### config.mk
export PLATFORM = sky130hd
export DESIGN_NAME = pe_image_checksum_top
export DESIGN_NICKNAME = d
export VERILOG_FILES = /design/src/sv/pic_pkg.sv /design/src/sv/pic_accum.sv /design/src/sv/pe_image_checksum_top.sv
export SDC_FILE = /design/constraint.sdc
export NUM_CORES = 1
export LEC_CHECK = 0
export ABC_AREA = 0
export BUFFER_PORTS_ARGS = -buffer_cell sky130_fd_sc_hd__buf_2
export CAP_MARGIN = 20
export CORE_ASPECT_RATIO = 0.7
export CORE_UTILIZATION = 57
export CTS_CLUSTER_SIZE = 28
export DETAILED_ROUTE_END_ITERATION = 8
export PLACE_DENSITY_LB_ADDON = 0.15
export SYNTH_ARGS = -nofsm -noshare
export SYNTH_HDL_FRONTEND = slang
export SYNTH_HIERARCHICAL = 1
export SYNTH_SLANG_ARGS = --single-unit
### constraint.sdc
create_clock -name clk -period 5.6 [get_ports clk]
set_clock_uncertainty 0.1 [all_clocks]
set_input_delay 0.56 -clock clk [delete_from_list [all_inputs] [get_ports clk]]
set_output_delay 0.56 -clock clk [all_outputs]
set_load 0.05 [all_outputs]
### src/sv/pic_pkg.sv
// Shared types, constants and codes for the PE image checksum block.
package pic_pkg;

    // Width of the byte counter; positions wrap modulo 2**LENGTH_BITS.
    localparam int LENGTH_BITS = 32;

    localparam int DOS_BYTES = 64;
    localparam int DOS_WORDS = DOS_BYTES / 2;
    localparam int DOS_AW    = $clog2(DOS_WORDS);

    localparam logic [LENGTH_BITS-1:0] DOS_CNT    = LENGTH_BITS'(DOS_BYTES);
    localparam logic [LENGTH_BITS-1:0] CNT_OFS_LO = LENGTH_BITS'(DOS_BYTES - 4);
    localparam logic [LENGTH_BITS-1:0] CNT_OFS_HI = LENGTH_BITS'(DOS_BYTES - 2);

    // Word slots of the header offset inside the DOS header.
    localparam logic [DOS_AW-1:0] WORD_OFS_LO = DOS_AW'(DOS_WORDS - 2);
    localparam logic [DOS_AW-1:0] WORD_OFS_HI = DOS_AW'(DOS_WORDS - 1);

    // Distances from the header offset.
    localparam logic [7:0] D_MAGIC_LO  = 8'd24;
    localparam logic [7:0] D_MAGIC_HI  = 8'd25;
    localparam logic [7:0] D_CSUM      = 8'd88;
    localparam logic [7:0] D_CSUM_LAST = 8'd91;

    // Largest offset whose first magic byte still falls in the DOS header.
    localparam logic [15:0] SCAN_LIMIT = 16'(DOS_BYTES - 1 - 24);

    localparam logic [15:0] MAGIC_PE32 = 16'h010B;
    localparam logic [15:0] MAGIC_PE64 = 16'h020B;

    localparam int SEEN_MAGIC = 0;
    localparam int SEEN_CSUM  = 1;

    typedef enum logic [1:0] {
        ST_ADJUSTED  = 2'd0,
        ST_PLAIN     = 2'd1,
        ST_BAD_MAGIC = 2'd2,
        ST_BEYOND    = 2'd3
    } status_t;

    typedef struct packed {
        logic [15:0] data_word;
        logic        last_word;
        logic        final_half;
    } word_item_t;

    typedef struct packed {
        logic [31:0] image_checksum;
        logic [31:0] stored_checksum;
        status_t     status;
    } result_item_t;

    // End-of-file snapshot handed from the accumulator to the finishing stages.
    typedef struct packed {
        logic [16:0]            sum;
        logic [LENGTH_BITS-1:0] count;
        logic [31:0]            field;
        status_t                status;
    } snap_t;

endpackage

### src/sv/pic_accum.sv
// Running sum, byte counter, DOS header store and header field capture.
module pic_accum (
    input  logic                clk,
    input  logic                rst_n,
    input  logic                step,
    input  pic_pkg::word_item_t item,
    output pic_pkg::snap_t      snap
);

    logic [15:0] dos_mem [pic_pkg::DOS_WORDS];

    logic [16:0]                     sum_reg, sum_next, sum_upd;
    logic [pic_pkg::LENGTH_BITS-1:0] cnt_reg, cnt_next, cnt_upd;
    logic [31:0]                     offset_reg, offset_next, offset_upd;
    logic [15:0]                     magic_reg, magic_next, magic_upd;
    logic [31:0]                     csum_reg, csum_next, csum_upd;
    logic [1:0]                      seen_reg, seen_next, seen_upd;

    logic [15:0] rd_a_reg, rd_b_reg, off_lo_reg;

    logic        half;
    logic [15:0] w;
    logic [17:0] sum_wide;
    logic        in_dos, at_lo, at_hi, scan;

    logic [5:0]                  rd_pos, sc_pos;
    logic [pic_pkg::DOS_AW-1:0]  rd_ia, rd_ib, sc_ia, sc_ib;
    logic [15:0]                 wa, wb;
    logic [7:0]                  sc_lo_b, sc_hi_b;
    logic                        sc_lo, sc_hi;

    logic [32:0] diff;
    logic        near;
    logic [7:0]  byte_v [2];
    logic [7:0]  dist_v [2];
    logic        take_v [2];

    assign half = item.last_word & item.final_half;
    assign w    = half ? {8'h00, item.data_word[7:0]} : item.data_word;

    assign in_dos = cnt_reg < pic_pkg::DOS_CNT;
    assign at_lo  = cnt_reg == pic_pkg::CNT_OFS_LO;
    assign at_hi  = cnt_reg == pic_pkg::CNT_OFS_HI;
    assign scan   = at_hi & ~half;

    // Magic location prefetch while the low offset word goes past
    assign rd_pos = 6'(w[5:0]) + 6'(pic_pkg::D_MAGIC_LO);
    assign rd_ia  = rd_pos[5:1];
    assign rd_ib  = rd_ia + 1'b1;

    always_ff @(posedge clk)
    begin
        if (step && in_dos)
        begin
            dos_mem[cnt_reg[5:1]] <= w;
        end
        if (step && at_lo)
        begin
            rd_a_reg   <= dos_mem[rd_ia];
            rd_b_reg   <= dos_mem[rd_ib];
            off_lo_reg <= w;
        end
    end

    // Scan of the DOS header when its last byte arrives
    assign sc_pos  = 6'(off_lo_reg[5:0]) + 6'(pic_pkg::D_MAGIC_LO);
    assign sc_ia   = sc_pos[5:1];
    assign sc_ib   = sc_ia + 1'b1;
    assign wa      = (sc_ia == pic_pkg::WORD_OFS_HI) ? w :
                     (sc_ia == pic_pkg::WORD_OFS_LO) ? off_lo_reg : rd_a_reg;
    assign wb      = (sc_ib == pic_pkg::WORD_OFS_HI) ? w :
                     (sc_ib == pic_pkg::WORD_OFS_LO) ? off_lo_reg : rd_b_reg;
    assign sc_lo_b = off_lo_reg[0] ? wa[15:8] : wa[7:0];
    assign sc_hi_b = off_lo_reg[0] ? wb[7:0]  : wa[15:8];
    assign sc_lo   = (w == 16'h0000) && (off_lo_reg <= pic_pkg::SCAN_LIMIT);
    assign sc_hi   = (w == 16'h0000) && (off_lo_reg <  pic_pkg::SCAN_LIMIT);

    // Distance of this word's bytes from the header offset
    assign diff      = 33'(cnt_reg) - {1'b0, offset_reg};
    assign near      = ~diff[32] && (diff[31:7] == '0);
    assign dist_v[0] = {1'b0, diff[6:0]};
    assign dist_v[1] = dist_v[0] + 8'd1;
    assign byte_v[0] = w[7:0];
    assign byte_v[1] = w[15:8];
    assign take_v[0] = 1'b1;
    assign take_v[1] = ~half;

    assign sum_wide = 18'(sum_reg) + 18'(w);
    assign sum_upd  = 17'(sum_wide[17:16]) + 17'(sum_wide[15:0]);
    assign cnt_upd  = cnt_reg + (half ? pic_pkg::LENGTH_BITS'(1) : pic_pkg::LENGTH_BITS'(2));

    always_comb
    begin
        magic_upd  = magic_reg;
        csum_upd   = csum_reg;
        seen_upd   = seen_reg;
        offset_upd = offset_reg;
        if (!in_dos && near)
        begin
            for (int j = 0; j < 2; j++)
            begin
                if (take_v[j])
                begin
                    if (dist_v[j] == pic_pkg::D_MAGIC_LO)
                    begin
                        magic_upd[7:0] = byte_v[j];
                    end
                    else if (dist_v[j] == pic_pkg::D_MAGIC_HI)
                    begin
                        magic_upd[15:8]               = byte_v[j];
                        seen_upd[pic_pkg::SEEN_MAGIC] = 1'b1;
                    end
                    else if (dist_v[j] inside {[pic_pkg::D_CSUM:pic_pkg::D_CSUM_LAST]})
                    begin
                        csum_upd[{dist_v[j][1:0], 3'b000} +: 8] = byte_v[j];
                        if (dist_v[j] == pic_pkg::D_CSUM_LAST)
                        begin
                            seen_upd[pic_pkg::SEEN_CSUM] = 1'b1;
                        end
                    end
                end
            end
        end
        if (scan)
        begin
            offset_upd = {w, off_lo_reg};
            if (sc_lo)
            begin
                magic_upd[7:0] = sc_lo_b;
            end
            if (sc_hi)
            begin
                magic_upd[15:8]               = sc_hi_b;
                seen_upd[pic_pkg::SEEN_MAGIC] = 1'b1;
            end
        end
    end

    // Snapshot of the state after this word
    always_comb
    begin
        if (cnt_upd < pic_pkg::DOS_CNT || offset_upd == 32'h0)
        begin
            snap.status = pic_pkg::ST_PLAIN;
        end
        else if (!seen_upd[pic_pkg::SEEN_MAGIC])
        begin
            snap.status = pic_pkg::ST_BEYOND;
        end
        else if (magic_upd != pic_pkg::MAGIC_PE32 && magic_upd != pic_pkg::MAGIC_PE64)
        begin
            snap.status = pic_pkg::ST_BAD_MAGIC;
        end
        else if (!seen_upd[pic_pkg::SEEN_CSUM])
        begin
            snap.status = pic_pkg::ST_BEYOND;
        end
        else
        begin
            snap.status = pic_pkg::ST_ADJUSTED;
        end
        snap.sum   = sum_upd;
        snap.count = cnt_upd;
        snap.field = (snap.status == pic_pkg::ST_ADJUSTED) ? csum_upd : 32'h0;
    end

    always_comb
    begin
        sum_next    = sum_reg;
        cnt_next    = cnt_reg;
        offset_next = offset_reg;
        magic_next  = magic_reg;
        csum_next   = csum_reg;
        seen_next   = seen_reg;
        if (step)
        begin
            if (item.last_word)
            begin
                sum_next    = '0;
                cnt_next    = '0;
                offset_next = '0;
                magic_next  = '0;
                csum_next   = '0;
                seen_next   = '0;
            end
            else
            begin
                sum_next    = sum_upd;
                cnt_next    = cnt_upd;
                offset_next = offset_upd;
                magic_next  = magic_upd;
                csum_next   = csum_upd;
                seen_next   = seen_upd;
            end
        end
    end

    always_ff @(posedge clk or negedge rst_n)
    begin
        if (!rst_n)
        begin
            sum_reg    <= '0;
            cnt_reg    <= '0;
            offset_reg <= '0;
            magic_reg  <= '0;
            csum_reg   <= '0;
            seen_reg   <= '0;
        end
        else
        begin
            sum_reg    <= sum_next;
            cnt_reg    <= cnt_next;
            offset_reg <= offset_next;
            magic_reg  <= magic_next;
            csum_reg   <= csum_next;
            seen_reg   <= seen_next;
        end
    end

`ifndef SYNTHESIS
    a_clear_after_last: assert property (@(posedge clk) disable iff (!rst_n)
        step && item.last_word |=> sum_reg == '0 && cnt_reg == '0 && seen_reg == '0)
        else $error("state not cleared after final word");

    a_count_even: assert property (@(posedge clk) disable iff (!rst_n)
        !cnt_reg[0])
        else $error("byte count odd between files");
`endif

endmodule

### src/sv/pe_image_checksum_top.sv
// Top level of the streaming PE image checksum block.
//
//  channel  | valid        | stall        | payload
//  ---------+--------------+--------------+-------------------------------
//  words    | word_valid   | word_stall   | word_item   (pic_pkg::word_item_t)
//  results  | result_valid | result_stall | result_item (pic_pkg::result_item_t)
//
// One word transaction per cycle, except that a final word stalls while the
// snapshot register is full; only the final word of a file makes a result
// transaction, by way of the input, snapshot, adjust and result registers.
// Each word goes through the 17-bit end-around fold in the accumulator.
// The DOS header store needs no clearing: every slot is rewritten before the
// header scan reads it, so the block takes words straight out of reset.
// Stalls on the result side back up through the finishing stages; plain
// words keep flowing while a finished result waits.
module pe_image_checksum_top (
    input  logic                  clk,
    input  logic                  rst_n,
    input  logic                  word_valid,
    output logic                  word_stall,
    input  pic_pkg::word_item_t   word_item,
    output logic                  result_valid,
    input  logic                  result_stall,
    output pic_pkg::result_item_t result_item
);

    // Input register
    logic                in_v_reg;
    pic_pkg::word_item_t in_item_reg;

    // Snapshot of the file's state after its final word
    logic           s1_v_reg;
    pic_pkg::snap_t s1_reg;
    pic_pkg::snap_t snap;

    // First checksum half removed
    logic                            s2_v_reg;
    logic [15:0]                     s2_pa_reg;
    logic [15:0]                     s2_a1_reg;
    logic [pic_pkg::LENGTH_BITS-1:0] s2_count_reg;
    logic [31:0]                     s2_field_reg;
    pic_pkg::status_t                s2_status_reg;

    // Result register
    logic                  res_v_reg;
    pic_pkg::result_item_t res_reg;

    logic        s0_go, s1_free, s1_go, s2_go, step;
    logic [15:0] p_fold, p_a, p_b;

    // Subtract with the borrow folded back in, 16-bit ones' complement style
    function automatic logic [15:0] sub_borrow(input logic [15:0] p, input logic [15:0] a);
        logic [16:0] t;
        t = {1'b0, p} - {1'b0, a};
        return t[15:0] - 16'(t[16]);
    endfunction

    assign s2_go   = ~res_v_reg | ~result_stall;
    assign s1_go   = ~s2_v_reg | s2_go;
    assign s1_free = ~s1_v_reg | s1_go;
    assign s0_go   = ~in_item_reg.last_word | s1_free;
    assign step    = in_v_reg & s0_go;

    assign word_stall   = in_v_reg & ~s0_go;
    assign result_valid = res_v_reg;
    assign result_item  = res_reg;

    pic_accum u_accum (
        .clk   (clk),
        .rst_n (rst_n),
        .step  (step),
        .item  (in_item_reg),
        .snap  (snap)
    );

    assign p_fold = s1_reg.sum[15:0] + 16'(s1_reg.sum[16]);
    assign p_a    = sub_borrow(p_fold, s1_reg.field[15:0]);
    assign p_b    = sub_borrow(s2_pa_reg, s2_a1_reg);

    always_ff @(posedge clk or negedge rst_n)
    begin
        if (!rst_n)
        begin
            in_v_reg  <= 1'b0;
            s1_v_reg  <= 1'b0;
            s2_v_reg  <= 1'b0;
            res_v_reg <= 1'b0;
        end
        else
        begin
            if (!word_stall)
            begin
                in_v_reg <= word_valid;
            end
            if (s1_free)
            begin
                s1_v_reg <= step & in_item_reg.last_word;
            end
            if (s1_go)
            begin
                s2_v_reg <= s1_v_reg;
            end
            if (s2_go)
            begin
                res_v_reg <= s2_v_reg;
            end
        end
    end

    always_ff @(posedge clk)
    begin
        if (!word_stall && word_valid)
        begin
            in_item_reg <= word_item;
        end
        if (s1_free && step && in_item_reg.last_word)
        begin
            s1_reg <= snap;
        end
        if (s1_go && s1_v_reg)
        begin
            s2_pa_reg     <= p_a;
            s2_a1_reg     <= s1_reg.field[31:16];
            s2_count_reg  <= s1_reg.count;
            s2_field_reg  <= s1_reg.field;
            s2_status_reg <= s1_reg.status;
        end
        if (s2_go && s2_v_reg)
        begin
            res_reg.image_checksum  <= 32'(p_b) + 32'(s2_count_reg);
            res_reg.stored_checksum <= s2_field_reg;
            res_reg.status          <= s2_status_reg;
        end
    end

`ifndef SYNTHESIS
    a_last_reaches_snapshot: assert property (@(posedge clk) disable iff (!rst_n)
        step && in_item_reg.last_word |=> s1_v_reg)
        else $error("final word did not reach snapshot stage");

    a_adjust_held: assert property (@(posedge clk) disable iff (!rst_n)
        s2_v_reg && !s2_go |=> s2_v_reg && $stable(s2_pa_reg) && $stable(s2_count_reg))
        else $error("adjust stage lost or changed a held result");

    a_stored_only_adjusted: assert property (@(posedge clk) disable iff (!rst_n)
        result_valid && result_item.stored_checksum != 32'h0
            |-> result_item.status == pic_pkg::ST_ADJUSTED)
        else $error("stored checksum reported for unadjusted image");
`endif

endmodule
-- Word-level counts from Yosys, hierarchy flattened
Memories as Yosys holds them, arrays and structs flattened. A register that Yosys moved wholly into a read port is not among the register bits.
Cells that the tools add are included.
- bits in registers: 416
- memory bits (writable): 512
- input port bits: 22
- output and inout bits: 68
- memories kept: 1
- memory list (memory ; depth ; width ; read ports ; clocked after Yosys merged registers in ; wr ports ; RTL line ; RTL):
    u_accum.dos_mem ; 32 ; 16 ; 2 ; 2 ; 1 ; pic_accum.sv:10 ; logic [15:0] dos_mem [pic_pkg::DOS_WORDS];
- add/subtract/negate cells: 17
- order comparisons: 8
- equality and inequality tests: 14
- shift-type cells: 4
- muxes and demuxes: 57
- bitwise logic cells: 17
- reductions and logical operators: 21
- operators by type and width (cell ; count):
    $mux W32 ; 13
    $mux W16 ; 7
    $mux W8 ; 12
    $bwmux W32 ; 2
    $eq A32 B6 Y1 const B ; 2
    $lt A32 B7 Y1 const B ; 2
    $shift A8 B7 Y32 const A ; 2
    $shiftx A8 B7 Y32 ; 2
    $sub A16 B16 Y17 ; 2
    $sub A32 B32 Y33 ; 1
    $add A16 B32 Y32 ; 1
    $add A32 B32 Y32 ; 1
    $logic_not A32 Y1 ; 1
    $sub A16 B1 Y16 ; 2
    $logic_not A25 Y1 ; 1
    $eq A5 B5 Y1 const B ; 4
    $mux W2 ; 10
    $add A17 B16 Y18 ; 1
    $add A2 B16 Y17 ; 1
    $mux W17 ; 1
    $add A16 B1 Y16 ; 1
    $eq A8 B5 Y1 const B ; 2
    $le A16 B6 Y1 const B ; 1
    $logic_not A16 Y1 ; 1
    other kinds (22) ; 65

-- Longest topological paths before layout
- word-level depth: 17
- depth in mapped cells: 28
- gate-level depth less buffers: 28

-- By module
Netlist, hierarchy kept.
- modules (own cells, without submodules) (module ; times used ; cells an instance ; area each (um2) ; sequential area each (um2)):
    pic_accum ; 1 ; 2758 ; 35350.2 ; 19854.0
    pe_image_checksum_top ; 1 ; 750 ; 11121.9 ; 7577.3

-- Worst setup path after synthesis
Ideal clock, no wire load.
- kind: register to register
- from: reg s2_pa_reg[0]
- to: reg res_reg, in the netlist result_item[54], data pin
- data arrival time: 5.362 ns
- setup slack: -0.128 ns
- cell stages (with the launch flop): 26
- period minus slack after synthesis: 5.728 ns
- path through: edfxtp_1 > inv_1 > ha_1 > inv_1 > fa_1 > a211oi_4 > o21ai_2 > nand3_1 > o21ai_0 > a21oi_1 > o21ai_0 > a21o_1 > a21oi_1 > ha_1 > nor2b_1 > and2_1 > nand4_2 > nor4_2 > or4b_4 > xnor2_1 > ha_1 > or2_2 > o311a_1 > o21ai_1 > a21boi_0 > xor2_1
- word-level cells in the longest chain between the ends: 3
- ends and longest elaborated chain (element ; RTL line ; RTL):
    start: declaration ; pe_image_checksum_top.sv:38 ; logic [15:0] s2_pa_reg;
    start signal: assignment ; pe_image_checksum_top.sv:122 ; s2_pa_reg <= p_a;
    $sub A16 B16 Y17 ; pe_image_checksum_top.sv:54 ; t = {1'b0, p} - {1'b0, a};
    $sub A16 B1 Y16 ; pe_image_checksum_top.sv:55 ; return t[15:0] - 16'(t[16]);
    $add A16 B32 Y32 ; pe_image_checksum_top.sv:130 ; res_reg.image_checksum <= 32'(p_b) + 32'(s2_count_reg);
    end: declaration ; pe_image_checksum_top.sv:46 ; pic_pkg::result_item_t res_reg;
No other way between the ends.
A chain may end at the register's enable or synchronous reset.

-- Worst setup path after layout
- from: reg s2_pa_reg[0]
- to: reg res_reg, in the netlist result_item[62], data pin
The elaborated chain is that of the path after synthesis.

==> summary.md <==
| Metric | Value |
|---|---|
| Async SR Flop Fraction | `14.42%` |
| Max reg flops | `512` |
| Synth Area in Adders | `3.479%` |
| Chip height | `240.9 µm` |
| DRC Markers | `0` |
| CP endpoint kind | `flip-flop` |
| Synth top area cells | `edfxtp_1 52%, dfrtp_1 7.3%, mux4_2 7.0%` |
| Fin crit period | `5.525 ns` |
| # IOs | `90` |
| Compound-Gate Fraction of Synth Area | `12.31%` |
| Post-Syn Nets | `3,655` |
| Fin. max-slew vios | `0` |
| # diodes | `0` |
| Row count | `87` |
| FF-to-FF setup slack | `0.07 ns` |
| Required time worst endpoint | `5.89 ns` |
| Layout cells sized above 1 | `20.77%` |
| Initial core utilization | `57.61%` |
| Gr usage total | `32.50%` |
| Full die area | `82,690 µm²` |
| RD Place Congestion | `0.9651` |
| Layout area overhead | `14.21%` |
| Maxcap violations | `0` |
| Bufs and invs on worst path | `3` |
| First-pass GRT wire length | `197,400 µm` |
| Routed len/inst | `27.55 µm` |
| Largest stage delay on the critical path | `0.55 ns` |
| ANT nets after route | `0` |
| Crit path launch type | `flip-flop` |
| Fill count | `5,719` |
| Sequential share of the synthesized area | `59.03%` |
| Hold Slack | `0.06173 ns` |
| Core ar. | `80,660 µm²` |
| Via density | `6.603` |
| Clk_lat worst skew | `0.68 ns` |
| CP max FO | `4` |
| RSZ-0062 raised after global routing | `true` |
| Sequential share of power | `42.3%` |
| Maximum VDD drop | `0.0002892 V` |
| Clk sink count | `936` |
| Syn Std Cell Area | `46,470 µm²` |
| Clock transition at the registers of the reported paths | `0.06 ns` |
| Sw Pwr | `6.130 mW` |
| Cells after Synth | `3,508` |
| Final hold violations | `0` |
| Post-synthesis mux area share | `10.58%` |
| Root Buffer | `clkbuf_16` |
| Area leader, netlist | `edfxtp_1` |
| TritonCTS clock tree | `yes` |
| Worst path arrival time | `5.82 ns` |
| Clock share of power | `31.7%` |
| Hold Path Class | `in2reg` |
| CP delay by family, top | `simple AND/OR/NAND/NOR gates` |
| Final period util | `98.67%` |
| Largest family of logic cells by synthesized area | `compound AO/OA/AOI/OAI gates` |
| Detailed Route WL | `134,900 µm` |
| WS Path Type | `reg2reg` |
| Initial antenna violation count | `3` |
| CP max stage cell | `or4b_4` |
| Fmax | `181.0 MHz` |
| Combinational share of power | `26.0%` |
| Final count of negative-setup-slack endpoints | `0` |
| Setup total negative slack | `0 ns` |
| Xor/xnor cell area share of the yosys netlist | `3.118%` |
| 1st-iter DRT viols | `3,888` |
| Most instantiated cells after synthesis | `801 x edfxtp_1, 198 x nand2_1, 191 x a21oi_1, 188 x nor2_1, 181 x o21ai_0` |
| Unique masters post-synth | `100` |
| Switching fraction of total power | `31.44%` |
| Total CTS buffers | `91` |
| TritonRoute pass-1 iters | `6` |
| Via count | `32,320` |
| CTS Buffer Depth | `3` |
| Ys flop type | `edfxtp_1` |
| Seq cells post-synth | `936` |
| Syn. warnings | `6` |
| PD cells | `367.4 nW/µm²` |
| Avg Inst Size Synth | `13.25 µm²` |
| Vias in the first global route | `31,019` |
| Pint | `13.37 mW` |
| Nets@finish | `3,899` |
| Port Buf Inserts | `89` |
| Status | `finished, final reports clean` |
| Max-Slew Margin vs Limit | `24.07%` |
| Simple-gate share of the synthesized area | `8.748%` |
| H-tree depth | `3` |
| Die Span X | `343.3 µm` |
| Largest net degree at the start of global routing | `120` |
| Most numerous cell on the critical path | `ha_2` |
| Measured slew at the worst slew-check pin | `1.124 ns` |
| Area share of the largest cell type after synthesis | `51.76%` |
| Most common cell in the synthesized netlist | `edfxtp_1` |
| Leak | `19.40 nW` |
| Global route overflow | `0` |
| EDFF count, synth | `801` |
| HPWL reported at the end of detailed placement | `92,000 µm` |
==> cell families (layout without fill, tap and decap cells) <==
logic type      after synthesis  in the layout
xor+xnor                    163            163
fa+ha+maj                   125            125
compound gates              864            864
mux                         304            304
simple gates                797            797
buf+inv                     319            638
flops                       936            936
==> per-layer routing <==
metal / GRT usage, % / share of wire [%] / vias up
met1: 50.47 / 44 / 16215
met4: 7.609 / 2.0 / 0
met3: 9.105 / 12 / 193
li1: - / - / 14148
met2: 45.12 / 42 / 1764
met5: 0 / 0 / -
==> through the flow <==
step	instances	setup slack, ns	instance area, µm²	power [mW]	utilization [%]
after global placement	4679	-0.3555	49160	12.92	60.95
after detailed placement	4680	-0.5119	49190	13.02	60.98
after CTS	4868	0.008867	52470	19.24	65.05
final	4895	0.07453	53070	19.50	65.80
after floorplan	3508	-0.01441	46480	11.51	-
after global routing	4895	-0.1887	53070	20.23	65.80
==> repair_timing <==
action                     CTS  global route
hold buffers                20             0
buffers inserted             0            28
setup endpoints to repair   48            61
pin swaps                    4            46
hold endpoints to repair    87             0
gates resized for setup     13            80
cloned                       0             3
==> final cells by class <==
cell class | count | area, µm² | area share [%]
flip-flops and latches | 936 | 27430 | 51.68
multi-input cells | 2253 | 18270 | 34.43
repair buffers | 334 | 2510 | 4.729
clock buffers | 119 | 2434 | 4.585
well taps | 1068 | 1336 | 2.518
clock inverters | 49 | 581.8 | 1.096
inverters | 136 | 510.5 | 0.9618
==> path summary, 6_finish.rpt <==
kind	from	end	cells past startpoint
worst max-delay path	s2_pa_reg[0]	result_item[62]	26
worst min register to register	s1_reg[35]	s2_count_reg[1]	0
worst max register to register	s2_pa_reg[0]	result_item[62]	26
worst min-delay path	result_stall	result_valid	3
min in group asynchronous	rst_n	u_accum/sum_reg[2]	2
max in group asynchronous	rst_n	u_accum/cnt_reg[29]	3
==> cells in the final DEF, fill, tap and decap left out, types with 65 or more instances in the layout <==
| master | synthesis | final |
|---|---|---|
| buf_2 | 14 | 88 |
| xor2_1 | 71 | 69 |
| nand2_1 | 198 | 192 |
| mux4_2 | 145 | 145 |
| mux2i_1 | 114 | 114 |
| xnor2_1 | 90 | 88 |
| o21ai_0 | 181 | 177 |
| o22ai_1 | 87 | 87 |
| dfrtp_1 | 135 | 135 |
| inv_1 | 135 | 133 |
| nand3_1 | 69 | 65 |
| buf_4 | 1 | 208 |
| nor2_1 | 188 | 181 |
| a21oi_1 | 191 | 180 |
| ha_1 | 118 | 105 |
| clkbuf_16 | 0 | 94 |
| edfxtp_1 | 801 | 801 |
==> tightest hold or removal path, cell delays in order <==
cell      delay [ns]
buf_2           0.10
nand2_1         0.06
nand2b_1        0.08
==> power groups by stage <==
stage                     clock [mW]  combinational, mW  sequential, mW
after floorplan                    0               2.88            8.63
after global placement             0               4.55            8.37
after detailed placement           0               4.64            8.39
after CTS                       6.28               4.72            8.24
after global routing            6.54               5.41            8.27
final                           6.19               5.06            8.25
(Power assumes the default switching activity.)
